### src/hdl/ralt_pkg.sv
// ----------------------------------------------------------------------------
// ralt_pkg: shared types and constants of the range admission lock table
// Beat layouts, request and status codes, the cell record and the overlap test.
// ----------------------------------------------------------------------------
`default_nettype none

package ralt_pkg;

   localparam int ADDR_BITS = 48;
   localparam int LEN_BITS  = 24;
   localparam int SLOT_W    = 3;
   localparam int KIND_W    = 2;
   localparam int STAT_W    = 2;

   localparam logic [KIND_W-1:0] REQ_ENTER = 2'd0;
   localparam logic [KIND_W-1:0] REQ_LEAVE = 2'd1;
   localparam logic [KIND_W-1:0] REQ_QUERY = 2'd2;

   localparam logic [STAT_W-1:0] ST_OK       = 2'd0;
   localparam logic [STAT_W-1:0] ST_FULL     = 2'd1;
   localparam logic [STAT_W-1:0] ST_INACTIVE = 2'd2;

   typedef struct packed {
      logic [KIND_W-1:0]    req_type;
      logic [SLOT_W-1:0]    slot_id;
      logic [ADDR_BITS-1:0] range_start;
      logic [LEN_BITS-1:0]  range_length;
      logic                 exclusive;
   } req_beat_type;

   typedef struct packed {
      logic [SLOT_W-1:0] granted_slot;
      logic              blocked;
      logic [STAT_W-1:0] status;
      logic              wake;
   } rsp_beat_type;

   typedef struct packed {
      logic [ADDR_BITS-1:0] range_start;
      logic [LEN_BITS-1:0]  range_length;
      logic                 exclusive;
   } entry_type;

   // Probe record that walks the ring of cells.
   typedef struct packed {
      logic      valid;
      logic      blocked;
      entry_type subject;
   } probe_type;

   // Per-cell control from the sequencer.
   typedef struct packed {
      logic inject;
      logic write;
      logic leave;
      logic use_own;
      logic advance;
      logic flush;
   } cell_ctrl_type;

   function automatic logic ranges_meet(input entry_type a, input entry_type b);
      logic [ADDR_BITS-1:0] d_ab;
      logic [ADDR_BITS-1:0] d_ba;
      logic [ADDR_BITS-1:0] a_len;
      logic [ADDR_BITS-1:0] b_len;
      logic                 meet;
      d_ab  = b.range_start - a.range_start;
      d_ba  = a.range_start - b.range_start;
      a_len = {{(ADDR_BITS-LEN_BITS){1'b0}}, a.range_length};
      b_len = {{(ADDR_BITS-LEN_BITS){1'b0}}, b.range_length};
      if (a.range_length == '0 || b.range_length == '0) begin
         meet = 1'b0;
      end else if (a.range_start <= b.range_start) begin
         meet = (d_ab < a_len);
      end else begin
         meet = (d_ba < b_len);
      end
      return meet;
   endfunction

endpackage

`default_nettype wire

### src/hdl/ralt_cell.sv
// ----------------------------------------------------------------------------
// ralt_cell: one slot of the lock table
// Holds one range, its valid bit and its arrival mask, and checks the probe
// that passes through against its own range before handing it on.
// ----------------------------------------------------------------------------
`default_nettype none

module ralt_cell #(
   parameter int SLOTS = 8,
   parameter int IDX   = 0
) (
   input  wire                      clock,
   input  wire                      reset,
   input  ralt_pkg::cell_ctrl_type  ctrl,
   input  wire  [SLOTS-1:0]         active,
   input  wire  [SLOTS-1:0]         leave_mask,
   input  ralt_pkg::entry_type      req_range,
   input  ralt_pkg::probe_type      probe_in,
   input  wire  [SLOTS-1:0]         mask_in,
   output ralt_pkg::probe_type      probe_out,
   output logic [SLOTS-1:0]         mask_out,
   output logic                     valid_out
);

   logic                valid_ff, valid_in;
   logic [SLOTS-1:0]    older_ff, older_in;
   ralt_pkg::entry_type range_ff, range_in;
   ralt_pkg::probe_type probe_ff, probe_in_d;
   logic [SLOTS-1:0]    pmask_ff, pmask_in;

   ralt_pkg::probe_type src;
   logic [SLOTS-1:0]    src_mask;
   logic                hit;

   always_comb begin
      // Take a fresh probe here, or the one from the neighbor.
      if (ctrl.inject) begin
         src.valid   = 1'b1;
         src.blocked = 1'b0;
         src.subject = ctrl.use_own ? range_ff : req_range;
         src_mask    = ctrl.use_own ? older_ff : active;
      end else begin
         src      = probe_in;
         src_mask = mask_in;
      end

      hit = src.valid && src_mask[IDX] && valid_ff &&
            (src.subject.exclusive || range_ff.exclusive) &&
            ralt_pkg::ranges_meet(src.subject, range_ff);

      valid_in = valid_ff;
      older_in = older_ff & ~leave_mask;
      range_in = range_ff;
      if (ctrl.write) begin
         valid_in = 1'b1;
         older_in = active;
         range_in = req_range;
      end else if (ctrl.leave) begin
         valid_in = 1'b0;
         older_in = '0;
      end

      probe_in_d = probe_ff;
      pmask_in   = pmask_ff;
      if (ctrl.flush) begin
         probe_in_d.valid = 1'b0;
      end else if (ctrl.inject || ctrl.advance) begin
         probe_in_d         = src;
         probe_in_d.blocked = src.blocked || hit;
         pmask_in           = src_mask;
      end
   end

   always_ff @(posedge clock) begin
      if (reset) begin
         valid_ff       <= 1'b0;
         older_ff       <= '0;
         probe_ff.valid <= 1'b0;
      end else begin
         valid_ff       <= valid_in;
         older_ff       <= older_in;
         probe_ff.valid <= probe_in_d.valid;
      end
      range_ff         <= range_in;
      probe_ff.blocked <= probe_in_d.blocked;
      probe_ff.subject <= probe_in_d.subject;
      pmask_ff         <= pmask_in;
   end

   assign probe_out = probe_ff;
   assign mask_out  = pmask_ff;
   assign valid_out = valid_ff;

endmodule

`default_nettype wire

### config.mk
export PLATFORM = sky130hd
export DESIGN_NAME = ralt_cell
export DESIGN_NICKNAME = d
export VERILOG_FILES = /design/src/hdl/ralt_pkg.sv /design/src/hdl/ralt_cell.sv
export SDC_FILE = /design/constraint.sdc
export NUM_CORES = 1
export LEC_CHECK = 0
export BUFFER_PORTS_ARGS = -buffer_cell sky130_fd_sc_hd__buf_4
export CAP_MARGIN = 30
export CORE_MARGIN = 1
export CORE_UTILIZATION = 52
export CTS_CLUSTER_SIZE = 12
export DETAILED_ROUTE_END_ITERATION = 7
export PLACE_DENSITY = 0.81
export SETUP_SLACK_MARGIN = 0.3
export SLEW_MARGIN = 20
export SYNTH_ARGS = -nofsm -noshare
export SYNTH_HDL_FRONTEND = slang
export SYNTH_SLANG_ARGS = --single-unit
### constraint.sdc
create_clock -name clock -period 5.7 [get_ports clock]
set_input_delay 0.285 -clock clock [delete_from_list [all_inputs] [get_ports clock]]
set_output_delay 0.285 -clock clock [all_outputs]
set_load 0.01 [all_outputs]
==> impl_metrics.tcl <==
set metrics [dict create \
    syn_to_final_growth_pct 23.5 \
    port_buffers 263 \
    max_slew_margin 0.432 \
    critPathLaunchType "register" \
    core_area_sq_um 26300 \
    vias_per_cell 6.10 \
    min_path_type "in2reg" \
    drc_errors 17 \
    synth-async-reset-ratio 0 \
    stdcell_area_sq_um 17300 \
    gp_congestion 1.01 \
    cts_sinks 165 \
    synth_top_cell_by_area "edfxtp_1" \
    holdPathEnd "range_ff[2]$_DFFE_PP_" \
    outcome "complete, but fails checks" \
    yosysSeqAreaShare 0.346 \
    synth_seq_cells 165 \
    grt_max_degree 48 \
    synth_area_leaders "edfxtp_1, ha_1, mux2i_1, a21oi_1, inv_1" \
    maxSlewViolCount 0 \
    drtIter0Drc 1503 \
    drt_first_pass_iters 8 \
    cts_buffer_depth 2 \
    placed_area_sq_um 16500 \
    p_per_area_nw_per_um2 279 \
    die_h_um 166 \
    path_clk_slew_ns 0.08 \
    netlist.area_leader.share 0.332 \
    finalNetCount 2143 \
    cp.required_ns 6.02 \
    rsz0062_at_grt "no" \
    grt_pass1_vias 12900 \
    hp-start "req_range[2]" \
    final_cells 2169 \
    reg2reg_to "probe_out[73]$_DFFE_PP_" \
    critPathKind "reg2reg" \
    numPlacedInstances 2130 \
    crit_path_max_incr_delay_ns 0.53 \
    critical-path-slowest-cell "or4_1" \
    synth.cell_area_sq_um 14000 \
    routed_wl_um 48200 \
    crit_arrival_ns 5.51 \
    clockRootBuffer "clkbuf_16" \
    synth_cell_types 75 \
    post-route-period-util 0.910 \
    ff2ff_path_depth 22 \
    grt_pass1_wl_um 73800 \
    ys.flop_type "edfxtp_1" \
    h-tree-depth 4 \
    rrSetupSlack_ns 0.51 \
    dp_hpwl_um 39100 \
    wire_per_inst_um 22.2 \
    cts_tree "done" \
    syn_nets 1871 \
    fin_setup_tns_ns 0 \
    total_power_w 0.00484 \
    worst_slew_pin_slew_ns 0.830 \
    clk_latency_ns 0.45 \
    max-cap-violations 0 \
    worst_clock_skew_ns 0.00889 \
    hold_violations 0 \
    die-area_sq_um 27600 \
    setup_viol 0 \
    hold_depth 1 \
    worstPathCellList "mux2i_1 -> a21o_1 -> ha_1 -> buf_4 -> a21oi_1 -> o21ai_1 -> a221o_1 -> a21oi_1 -> o21ai_1 -> xor2_1 -> ha_1 -> nand4_1 -> or2_2 -> nor4_1 -> o311ai_2 -> o221ai_2 -> or4_1 -> nor4_2 -> and4_1 -> nand4_1 -> or4_1 -> nand3_1" \
    netlist_instances 1548 \
    synth_edf_count 155 \
    pin_count 264 \
    period_needed_ns 5.19 \
    antenna_found_initial 1 \
    drive_gt1_frac 0.219 \
    end_kind "register" \
    avgSynthCellArea_sq_um 9.05 \
    r2r-start "range_ff[33]$_DFFE_PP_" \
    ir_drop_uv 228 \
    antenna_left 0 \
    violations "DRC" \
    start_util 0.533 \
    fmax_mhz 193 \
    rows 59 \
    chipWidth_um 166 \
    vias 13200 \
    grt_usage 0.346 \
    cts_buffers 17 \
    synth_warnings 0 \
    power_leakage_nw 8.00 \
    gr-total-overflow 0 \
    crit_fanout 8 \
]
## layout make-up
cell class	count	area (sq um)
multi-input cells	1147	8310
repair buffers	331	2510
clock buffers	18	429
fillers	2101	8970
well taps	335	419
diodes	1	2.50
flip-flops and latches	165	4850
clock inverters	14	188
inverters	158	593
## cells in the final DEF (no fill, tap or decap), types with 14 or more instances in the layout
cell type / instances
o21bai_1: 19
edfxtp_1: 155
o21a_1: 21
inv_1: 158
xor2_1: 34
nand2_1: 86
nor4_1: 16
nand3_1: 19
xnor2_1: 36
buf_4: 327
a21o_1: 78
nor3_1: 22
ha_1: 140
nor2_1: 123
o21ai_1: 14
nand4_1: 49
o21ai_0: 68
a21oi_1: 157
mux2_2: 14
clkbuf_16: 17
mux2i_1: 89
## metal layers
layer  vias to the layer above  part of all wire  track usage
li1                       6187                 -            -
met1                      6309              0.47        0.515
met2                       671              0.42        0.502
met3                        61             0.089       0.0803
met4                         0             0.019       0.0837
met5                         -                 0            0
## synthesized netlist by cell type (9+ instances only)
library cell  number
a21o_1            78
nor4_1            17
a21oi_1          160
dfxtp_1           10
o21bai_1          19
nor2_1           124
o21a_1            21
inv_1            158
a31oi_1           10
nor4b_1           11
ha_1             141
clkbuf_1          35
o211ai_1          10
mux2i_1           89
edfxtp_1         155
o21ai_0           70
xnor2_1           37
mux2_2            14
nand2_1           87
nand4_1           49
o21ai_1           12
nor3_1            22
nand3_1           19
xor2_1            34
buf_2             29
buf_1              9
## cell families (layout without fill, tap and decap cells)
group | after synthesis | after routing | synth area share
muxes | 104 | 104 | 0.0756
other | 0 | 1 | 0
xor gates and xnor gates | 71 | 71 | 0.0444
DFF | 165 | 165 | 0.346
AOI/OAI and AO/OA | 454 | 454 | 0.204
buffers and inverters | 236 | 521 | 0.0692
and+or+nand+nor | 375 | 375 | 0.132
adders and majority gates | 143 | 143 | 0.129
## sequential cells by signal (all words and copies together) (netlist names)
name       count
probe_out     75
range_ff      73
mask_out       8
older_ff       8
valid_out      1
## through the flow
stage	hold slack [ns]	util	setup slack, ns
5_1_grt	0.00518	0.658	0.297
2_1_floorplan	0.364	-	0.304
4_1_cts	0.00210	0.654	0.363
3_3_place_gp	0.473	0.629	0.175
6_report	0.0201	0.658	0.511
3_5_place_dp	0.473	0.630	0.131
## power breakdown
| group | switching (W) | internal, W | total, W |
|---|---|---|---|
| Combinational | 0.00127 | 0.000835 | 0.00210 |
| Sequential | 0.0000521 | 0.00143 | 0.00149 |
| Clock | 0.000544 | 0.000704 | 0.00125 |
| Total | 0.00186 | 0.00297 | 0.00484 |
## timing repair
item / 4_1_cts / 5_1_grt
hold endpoints to repair: 2 / 0
endpoints found under the setup margin: 1 / 1
pin swaps: 0 / 8
gates resized for setup: 1 / 17
buffers inserted: 0 / 4
hold buffers: 2 / 0
## worst max-delay path, delay by kind of cell, from the launching register on
kind	cells	cell delay, ns
AOI/OAI and AO/OA	8	1.71
xor gates and xnor gates	1	0.19
adders and majority gates	2	0.70
buffers and inverters	1	0.20
DFF	1	0.38
muxes	1	0.09
and+or+nand+nor	9	1.78
## worst max path at each step
stage	startpoint	to	slack [ns]
6_report	range_ff[33]$_DFFE_PP_	probe_out[73]$_DFFE_PP_	0.51
5_1_grt	range_ff[25]$_DFFE_PP_	probe_out[73]$_DFFE_PP_	0.30
4_1_cts	range_ff[25]$_DFFE_PP_	probe_out[73]$_DFFE_PP_	0.36
3_5_place_dp	ctrl[2]	probe_out[73]$_DFFE_PP_	0.13
3_3_place_gp	ctrl[2]	probe_out[73]$_DFFE_PP_	0.17
2_1_floorplan	ctrl[2]	probe_out[73]$_DFFE_PP_	0.30
No activity file was read; power rests on OpenSTA's default activity.
